===== src/lms_pkg.sv =====
// Shared types and fixed-point constants of the LMS adaptive FIR predictor.
package lms_pkg;

    localparam int SAMPLE_W = 16;   // Q1.15 samples and error
    localparam int WEIGHT_W = 32;   // Q4.28 weights
    localparam int ACC_W    = 48;   // Q5.43 accumulator
    localparam int PROD_W   = 48;   // shared multiplier result
    localparam int MU_W     = 15;   // Q0.15 step size, unsigned
    localparam int MUE_W    = 32;   // step size times error

    localparam logic [MU_W-1:0] STEP_SIZE_RESET = 15'd6554;

    // Commands from the controller to the datapath.
    typedef struct packed {
        logic clr_wr;     // write zero to both stores at the tap index
        logic load_x;     // take the new sample into the delay line, clear the accumulator
        logic fir_rd;     // read one tap for the filter pass
        logic upd_rd;     // read one tap for the weight update pass
        logic err_calc;   // form the saturated error from the accumulator
        logic out_go;     // form mu times error and hand the error to the output
    } t_cmd;

    // Status from the datapath to the controller.
    typedef struct packed {
        logic out_free;   // the output register can take a result this cycle
    } t_stat;

endpackage


===== src/lms_ctrl.sv =====
// Controller state machine: clearing sweep, filter pass, error, output and weight update pass.
module lms_ctrl
    import lms_pkg::*;
#(
    parameter int NUM_TAPS = 128
) (
    input  logic                        i_clk,
    input  logic                        i_rst_n,
    input  logic                        i_in_valid,
    output logic                        o_in_stall,
    input  t_stat                       i_stat,
    output t_cmd                        o_cmd,
    output logic [$clog2(NUM_TAPS)-1:0] o_idx
);

    localparam int TAP_W = $clog2(NUM_TAPS);
    localparam logic [TAP_W-1:0] LAST_TAP = TAP_W'(NUM_TAPS - 1);

    localparam logic [2:0] ST_CLEAR = 3'd0;
    localparam logic [2:0] ST_IDLE  = 3'd1;
    localparam logic [2:0] ST_FIR   = 3'd2;
    localparam logic [2:0] ST_DRN1  = 3'd3;
    localparam logic [2:0] ST_DRN2  = 3'd4;
    localparam logic [2:0] ST_ERR   = 3'd5;
    localparam logic [2:0] ST_OUT   = 3'd6;
    localparam logic [2:0] ST_UPD   = 3'd7;

    logic [2:0]       r_state;
    logic [2:0]       n_state;
    logic [TAP_W-1:0] r_idx;
    logic [TAP_W-1:0] n_idx;
    logic             s_last;

    assign s_last = (r_idx == LAST_TAP);

    always_comb begin
        n_state = r_state;
        n_idx   = r_idx;
        o_cmd   = '0;
        case (r_state)
            ST_CLEAR: begin
                o_cmd.clr_wr = 1'b1;
                if (s_last) begin
                    n_state = ST_IDLE;
                    n_idx   = '0;
                end else begin
                    n_idx = r_idx + 1'b1;
                end
            end
            ST_IDLE: begin
                if (i_in_valid) begin
                    o_cmd.load_x = 1'b1;
                    n_state      = ST_FIR;
                    n_idx        = '0;
                end
            end
            ST_FIR: begin
                o_cmd.fir_rd = 1'b1;
                if (s_last) begin
                    n_state = ST_DRN1;
                    n_idx   = '0;
                end else begin
                    n_idx = r_idx + 1'b1;
                end
            end
            ST_DRN1: n_state = ST_DRN2;
            ST_DRN2: n_state = ST_ERR;
            ST_ERR: begin
                o_cmd.err_calc = 1'b1;
                n_state        = ST_OUT;
            end
            ST_OUT: begin
                o_cmd.out_go = 1'b1;
                if (i_stat.out_free) begin
                    n_state = ST_UPD;
                end
            end
            ST_UPD: begin
                o_cmd.upd_rd = 1'b1;
                if (s_last) begin
                    n_state = ST_IDLE;
                    n_idx   = '0;
                end else begin
                    n_idx = r_idx + 1'b1;
                end
            end
            default: begin
                n_state = ST_CLEAR;
                n_idx   = '0;
            end
        endcase
    end

    always_ff @(posedge i_clk) begin
        if (!i_rst_n) begin
            r_state <= ST_CLEAR;
            r_idx   <= '0;
        end else begin
            r_state <= n_state;
            r_idx   <= n_idx;
        end
    end

    assign o_in_stall = (r_state != ST_IDLE);
    assign o_idx      = r_idx;

endmodule


===== config.mk =====
export PLATFORM = sky130hd
export DESIGN_NAME = lms_ctrl
export DESIGN_NICKNAME = d
export VERILOG_FILES = /design/src/lms_pkg.sv /design/src/lms_ctrl.sv
export SDC_FILE = /design/constraint.sdc
export NUM_CORES = 1
export LEC_CHECK = 0
export ABC_AREA = 0
export BUFFER_PORTS_ARGS = -buffer_cell sky130_fd_sc_hd__buf_2
export CAP_MARGIN = 20
export CORE_AREA = 2 2 39 41
export DETAILED_ROUTE_END_ITERATION = 16
export DIE_AREA = 0 0 41 43
export PLACE_DENSITY_LB_ADDON = 0.3
export SLEW_MARGIN = 20
export SYNTH_ARGS = -nofsm -noshare
export SYNTH_HDL_FRONTEND = slang
export SYNTH_SLANG_ARGS = --single-unit
export TNS_END_PERCENT = 100

===== constraint.sdc =====
create_clock -name i_clk -period 2.35 [get_ports i_clk]
set_input_delay 0.235 -clock i_clk [delete_from_list [all_inputs] [get_ports i_clk]]
set_output_delay 0.235 -clock i_clk [all_outputs]
set_load 0.03 [all_outputs]

* Word level (Yosys, flattened, before mapping) *
Cells that the tools add are included.

storage, ports and cells
  register bits after elaboration = 10
  latch bits = 0
  memory bits (writable) = 0
  ROM bits = 0
  input port bits = 4
  output and inout bits = 14
  logic and storage cells = 37
  memories = 0

cells by class
  add/subtract/negate cells = 1
  multipliers = 0
  div/mod/pow operators = 0
  $lt $le $gt $ge = 0
  equal/unequal tests = 13
  shift-type cells = 0
  muxes and demuxes = 15
  bitwise logic cells = 0
  reductions and logical operators = 6

operators with widths
  kind                 number
  $pmux 3 s7           1
  $mux 7               2
  $pmux 7 s2           1
  $eq 3x3->1 const B   4
  $mux 3               4
  $add 7x1->7 const B  1
  $eq 7x7->1 const B   1
  $mux 1               7
  $eq 3x2->1 const B   2
  $ne 2x2->1 const B   3
  $reduce_and 4->1     1
  $eq 3x1->1 const B   1
  $logic_not 3->1      1
  $ne 3x1->1 const B   1
  $reduce_or 3->1      1
  $ne 2x1->1 const B   1
  $reduce_and 2->1     1
  $reduce_bool 2->1    1
  $reduce_or 2->1      1

* Logic depth before layout (Yosys ltp) *
Gate-level depths: netlist of run 1.

  depth after elaboration = 4
  gate-level depth with buffers = 7
  depth with buffers taken out = 5

* Worst setup path after synthesis of run 1 *
Ideal clock, no wire load.

  kind = register to register
  from = register r_idx[0] (netlist: o_idx[0])
  to = register r_idx[3] (netlist: o_idx[3])
  library setup time = 0.120 ns
  data arrival time = 1.513 ns
  required time = 2.230 ns
  setup slack = 0.717 ns
  stages on the path, launching flop included = 6
  path buffers = 0
  period minus slack after synthesis = 1.633 ns
  path through = dfxtp_1 > ha_1 > nand3_1 > o22ai_4 > nor3_1 > o31a_1

on the way
  word-level cells in the longest chain between the ends = 3
  elaborated cells on any way between the ends = 4
  those cells by class = 1 x add/sub; 1 x eq/ne; 2 x mux

ends and longest elaborated chain
  what                                              RTL line                                        RTL
  start, declared                                   lms_ctrl.sv:30                                  logic [TAP_W-1:0] r_idx;
  start signal, assigned                            lms_ctrl.sv:100                                 r_idx <= n_idx;
  $add 7x1->7 / $eq 7x7->1 (equally long branches)  -
  $mux 7 (*)                                        lms_ctrl.sv:43, lms_ctrl.sv:59, lms_ctrl.sv:80
  $pmux 7 s2 (*)                                    lms_ctrl.sv:40                                  case (r_state)

Every way passes the cells marked *; elsewhere a longest branch is shown, timed or not.
A chain may end at the register's enable or synchronous reset.

==> reports/metrics.csv, run 1 <==
stage,metric,value,unit
final_layout,fin_area,727,um2
synth,syn_avg_cell_area,8.57,um2
floorplan,die_width,41,um
global_route,grt_max_degree,14,
timing,rsz0062_at_grt,no,
routing,wirelength,1210,um
floorplan,ioPinCount,18,
cts,hold_buffers,0,
final_layout,nets,97,
timing,setup-violations-final,0,
cts,cts.path.max_buffers,2,
cts,htree_levels,1,
synth,synth_edf_count,0,
setup_path,r2r_end,o_idx[3]$_SDFFE_PN0P_,
power_and_ir_drop,powerDensity,588,nW/um2
routing,via_count,584,
timing,timing.setup.tns,0,ns
synth,synth_top_family_by_area,simple AND/OR/NAND/NOR gates,
placement,gp_congestion,0.736,
synth,synth_top_area_share,0.311,
synth,ys_types,36,
floorplan,fp-row-count,14,
global_route,grt_util_met2,0.209,
synth,synthAdderAreaFrac,0.0195,
setup_path,cp.arrival,1.39,ns
routing,drtAntennaViolNets,0,
setup_path,reg2reg_depth,4,
cts,clock_latency,0.26,ns
global_route,grt_usage,0.152,
setup_path,required,2.12,ns
placement,post-dp-hpwl,876,um
routing,routedWlPerCell,11.4,um
floorplan,die-area,1760,um2
worst_hold_path,min_path_type,in -> reg,
routing,firstDrtPassIters,4,
synth,syn_inst,75,
global_route,use_met1,0.205,
setup_path,crit_path_end_kind,output pin,
synth,syn_nets,80,
timing,relSlewSlack,0.707,
timing,fmax,615,MHz
final_layout,n_antenna_cell,0,
setup_path,regToRegSetupSlack,0.80,ns
routing,first_iter_violations,13,
floorplan,die_h,43,um
synth,netlist_area,643,um2
cts,root_buffer,clkbuf_4,
worst_hold_path,hp-start,i_rst_n,
floorplan,core_area,1380,um2
global_route,top_usage_layer,met2,
setup_path,crit_fanout,13,
synth,yosys_warnings,0,
power_and_ir_drop,peakVddDrop,0.000278,V
placement,port_buffers,17,
synth,yosys-mux-area-fraction,0.0331,
global_route,grt_pass1_vias,429,
global_route,globalRouteMet3Util,0.0314,
run_status,run_status,completed,
timing,period_share,0.692,
global_route,gr-total-overflow,0,
cts,cts_tree,done,
final_layout,area_growth,13.0,%
timing,hold_violations,0,
cts,post_cts_buffers,0,
setup_path,criticalPathCategory,reg -> out,
final_layout,drive_above_1_share,0.322,
global_route,grt_pass1_wl,1820,um
synth,synth_xor_area_frac,0,
routing,drc,0,
setup_path,critPathLaunchType,flip-flop,
worst_hold_path,hold_end,o_idx[5]$_SDFFE_PN0P_,
synth,synth_ff_type,dfxtp_1,
placement,place_area,704,um2
synth,yosysTopAreaCell,dfxtp_1,
synth,ys_seq_elements,10,
power_and_ir_drop,p_leak,0.312,nW
routing,viasPerCell,5.51,
timing,slew_violations,0,
timing,period_minus_slack,1.63,ns
cts,cts.sinks,10,
setup_path,reg2reg_from,r_state[0]$_SDFFE_PN0P_,
synth,yosysSeqAreaShare,0.311,
worst_hold_path,min_path_cells,2,
flow_run,maxCapViolCount,0,
cts,clk_pin_slew,0.07,ns
synth,synthSimpleGateAreaFrac,0.276,
timing,skew,0.00419,ns
synth,synth_compound_area_frac,0.263,
synth,async_flop_share,0,
cts,cts_buffers,3,
timing,worst_pin_slew,0.439,ns
synth,synth_area_leaders,"dfxtp_1 31%, buf_6 5.3%, nand2_1 4.7%",
floorplan,initial_core_util,0.465,
cts,cts_resized,0,
global_route,antenna_found_initial,0,
[kinds of logic after synthesis]
kind of cell | after synthesis
flops | 10
mux | 2
buf+inv | 10
simple gates | 34
fa+ha+maj | 1
compound gates | 18
[power by group]
group / switching (mW) / internal, mW
clock: 0.0581 / 0.0591
combinational: 0.0682 / 0.0444
sequential: 0.0172 / 0.180
[cell usage after synthesis (all sizes together), types with 2 or more instances]
library cell and number:
or2 2, inv 5, or3 2, dfxtp 10, nor2 7, nor3 2
o22ai 2, and3 3, nand2 8, nand2b 2, nand3 4, a21oi 4
buf 5, a311oi 4
[flip-flops by register name, summed over array words and instances, names as in the netlist]
name and cells:
o_idx 7, r_state 3
[layout by cell type (no fill, tap or decap)]
| cell | n |
|---|---|
| a41oi_2 | 1 |
| nor2b_1 | 1 |
| nand3_1 | 4 |
| o31a_1 | 1 |
| and3_4 | 1 |
| o21ai_0 | 1 |
| or2_1 | 1 |
| nand2b_1 | 2 |
| or3_1 | 1 |
| a311oi_2 | 1 |
| dfxtp_1 | 10 |
| nor2_1 | 7 |
| nor4_1 | 1 |
| inv_1 | 5 |
| mux2_1 | 1 |
| a311oi_1 | 3 |
| nand2_1 | 8 |
| or3_2 | 1 |
| a211oi_1 | 1 |
| o22ai_4 | 1 |
| and3_1 | 2 |
| or2_4 | 1 |
| clkbuf_4 | 3 |
| a21boi_2 | 1 |
| mux2i_1 | 1 |
| nor3b_1 | 1 |
| o22a_1 | 1 |
| o21a_1 | 1 |
| nor3_1 | 2 |
| and2_1 | 1 |
| a31oi_2 | 1 |
| buf_2 | 17 |
| a21oi_2 | 1 |
| o22ai_1 | 1 |
| a21oi_1 | 3 |
| ha_1 | 1 |
[metrics by stage]
step | utilization | worst slack, ns | hold WS (ns) | instances | power, mW
2_1_floorplan | - | 0.717 | 0.353 | 75 | 0.294
5_1_grt | 0.525 | 0.634 | 0.235 | 106 | 0.451
6_report | 0.525 | 0.724 | 0.223 | 106 | 0.428
3_5_place_dp | 0.509 | 0.806 | 0.498 | 103 | 0.315
3_3_place_gp | 0.509 | 0.852 | 0.492 | 103 | 0.314
4_1_cts | 0.525 | 0.715 | 0.222 | 106 | 0.434
[layer usage]
metal / up-vias / wire (um)
met5: - / 0
met4: 0 / 25
met3: 4 / 56
met2: 18 / 562
met1: 262 / 560
li1: 300 / -
[worst max-delay path: stages (launching register included)]
cell     delay [ns]
dfxtp_1        0.59
nor2_1         0.18
and2_1         0.19
buf_2          0.17
[worst max path at each step]
stage | start | endpoint | slack [ns] | cells past startpoint
finish | r_state[0]$_SDFFE_PN0P_ | o_cmd[3] | 0.72 | 3
global route | r_state[0]$_SDFFE_PN0P_ | o_cmd[3] | 0.63 | 3
CTS | r_state[0]$_SDFFE_PN0P_ | o_cmd[3] | 0.71 | 3
detailed placement | r_state[0]$_SDFFE_PN0P_ | o_idx[3]$_SDFFE_PN0P_ | 0.81 | 4
global placement | r_state[0]$_SDFFE_PN0P_ | o_idx[3]$_SDFFE_PN0P_ | 0.85 | 4
floorplan | o_idx[0]$_SDFFE_PN0P_ | o_idx[3]$_SDFFE_PN0P_ | 0.72 | 5
[area by class of cell]
| type | instances | area [um2] |
|---|---|---|
| Fill cell | 142 | 657 |
| Multi-Input combinational cell | 55 | 380 |
| Timing Repair Buffer | 17 | 85.1 |
| Tap cell | 16 | 20.0 |
| Inverter | 5 | 18.8 |
| Sequential cell | 10 | 200 |
| Clock buffer | 3 | 22.5 |
(Power assumes the default switching activity.)
==> run 2: changes to the inputs <==
- CORE_AREA: 2 2 39 41 -> unset
- CORE_UTILIZATION: unset -> 49
- DIE_AREA: 0 0 41 43 -> unset
- clock period: 2.35 -> 1.6 ns (I/O delays scaled with it)
==> run 2 against run 1 <==
Register-to-register slack worse by 0.66 ns. Clock-buffer cell count stayed put. Via count is 3.9% higher. Sequential cell count stayed put. Critical path type unchanged. Largest power group unchanged.
==> reports/metrics.csv, run 2 (same netlist as run 1, synthesis figures left out) <==
stage,metric,value,unit
run_status,run_status,completed,
flow_run,maxCapViolCount,0,
timing,skew,0.00548,ns
setup_path,reg2reg_from,r_state[2]$_SDFFE_PN0P_,
placement,port_buffers,17,
setup_path,crit_path_end_kind,output pin,
routing,first_iter_violations,9,
routing,drtAntennaViolNets,0,
global_route,grt_max_degree,13,
setup_path,required,1.44,ns
routing,firstDrtPassIters,4,
setup_path,crit_family,simple AND/OR/NAND/NOR gates,
placement,post-dp-hpwl,986,um
placement,gp_congestion,0.726,
timing,period_share,0.933,
worst_hold_path,min_path_cells,2,
cts,root_buffer,clkbuf_4,
timing,rsz0062_at_grt,no,
setup_path,cp_cell_sequence,nor2_1 > and2_1 > buf_2,
final_layout,nets,100,
floorplan,die_width,38.2,um
routing,routedWlPerCell,12.5,um
setup_path,cp.arrival,1.33,ns
power_and_ir_drop,power.total,0.640,mW
timing,period_minus_slack,1.49,ns
final_layout,n_antenna_cell,0,
worst_hold_path,hold_end,o_idx[5]$_SDFFE_PN0P_,
global_route,grt_pass1_vias,508,
floorplan,fp-row-count,12,
setup_path,criticalPathCategory,reg -> out,
setup_path,cp_num_cells,3,
cts,cts.path.max_buffers,2,
cts,clock_latency,0.27,ns
timing,relSlewSlack,0.786,
cts,cts_buffers,3,
floorplan,die_h,38.2,um
floorplan,ioPinCount,18,
timing,hold_violations,0,
global_route,grt_pass1_wl,2170,um
setup_path,crit_buf_inv,1,
worst_hold_path,min_path_type,in -> reg,
timing,timing.setup.tns,0,ns
setup_path,critPathLaunchType,flip-flop,
timing,worst_pin_slew,0.318,ns
routing,via_count,607,
final_layout,area_growth,18.1,%
timing,slew_violations,0,
cts,post_cts_buffers,0,
timing,fmax,670,MHz
setup_path,r2r_end,o_idx[3]$_SDFFE_PN0P_,
setup_path,regToRegSetupSlack,0.14,ns
timing,hold_slack,0.150,ns
floorplan,initial_core_util,0.556,
floorplan,die-area,1460,um2
routing,viasPerCell,5.67,
final_layout,fin_area,759,um2
cts,cts_tree,done,
power_and_ir_drop,p_leak,0.331,nW
setup_path,worst_path_largest_cell_delay,0.40,ns
final_layout,drive_above_1_share,0.376,
placement,place_area,727,um2
cts,cts.sinks,10,
routing,drc,0,
setup_path,reg2reg_depth,4,
final_layout,final_cell_mix,"17 x buf_2, 8 x nand2_1, 7 x nor2_1, 7 x dfxtp_1, 5 x inv_1",
power_and_ir_drop,powerDensity,843,nW/um2
power_and_ir_drop,peakVddDrop,0.000521,V
global_route,grt_usage,0.218,
timing,setup-violations-final,0,
setup_path,slowest_stage,dfxtp_1,
final_layout,final_common_cell,buf_2,
final_layout,largest_reg_flops,7,
setup_path,crit_fanout,10,
worst_hold_path,hp-start,i_rst_n,
routing,wirelength,1340,um
floorplan,core_area,1160,um2
cts,htree_levels,1,
global_route,gr-total-overflow,0,
cts,clk_pin_slew,0.06,ns
global_route,antenna_found_initial,0,
-- run 2: cell types whose count changed in the layout (fill, tap and decap cells not counted) --
cell     previous run  this run
a31oi_4             0         1
a31oi_2             1         0
dfxtp_2             0         3
dfxtp_1            10         7
buf_4               0         3
-- run 2: how the worst max path moves through the flow --
stage / start / endpoint / slack, ns
after CTS: r_state[1]$_SDFFE_PN0P_ / o_idx[3]$_SDFFE_PN0P_ / 0.08
after detailed placement: r_state[1]$_SDFFE_PN0P_ / o_idx[3]$_SDFFE_PN0P_ / 0.09
final: r_state[2]$_SDFFE_PN0P_ / o_cmd[3] / 0.11
after global routing: r_state[2]$_SDFFE_PN0P_ / o_idx[3]$_SDFFE_PN0P_ / 0.01
after floorplan: o_idx[0]$_SDFFE_PN0P_ / o_idx[3]$_SDFFE_PN0P_ / 0.10
after global placement: r_state[1]$_SDFFE_PN0P_ / o_idx[3]$_SDFFE_PN0P_ / 0.11
-- run 2: final cells by class --
| type | instances | area [um2] |
|---|---|---|
| sequential | 10 | 204 |
| inverter | 5 | 18.8 |
| clock buffer | 3 | 22.5 |
| multi-input combinational | 55 | 389 |
| fill | 116 | 397 |
| timing repair buffer | 20 | 108 |
| tap | 14 | 17.5 |
-- run 2: stage by stage --
step	setup slack [ns]	utilization	instances
2_1_floorplan	0.102	-	75
3_3_place_gp	0.109	0.629	104
3_5_place_dp	0.0939	0.629	104
4_1_cts	0.0843	0.648	107
5_1_grt	0.0140	0.657	107
6_report	0.107	0.657	107
-- run 2: power by group --
part           switching [mW]  internal (mW)  leakage (nW)
Sequential             0.0203          0.267        0.0823
Clock                  0.0852         0.0869        0.0138
Combinational           0.110         0.0705         0.235
-- run 2: metal layers --
metal | wire length (um) | vias to the layer above | global-route usage
met1 | 636 | 283 | 0.273
li1 | - | 304 | -
met3 | 79 | 4 | 0.0930
met4 | 21 | 0 | 0.0714
met2 | 605 | 16 | 0.331
met5 | 0 | - | 0
-- run 2: timing repair --
action,in CTS,in global routing
resized for setup,0,2
hold buffers,0,0
endpoints found under the setup margin,0,2
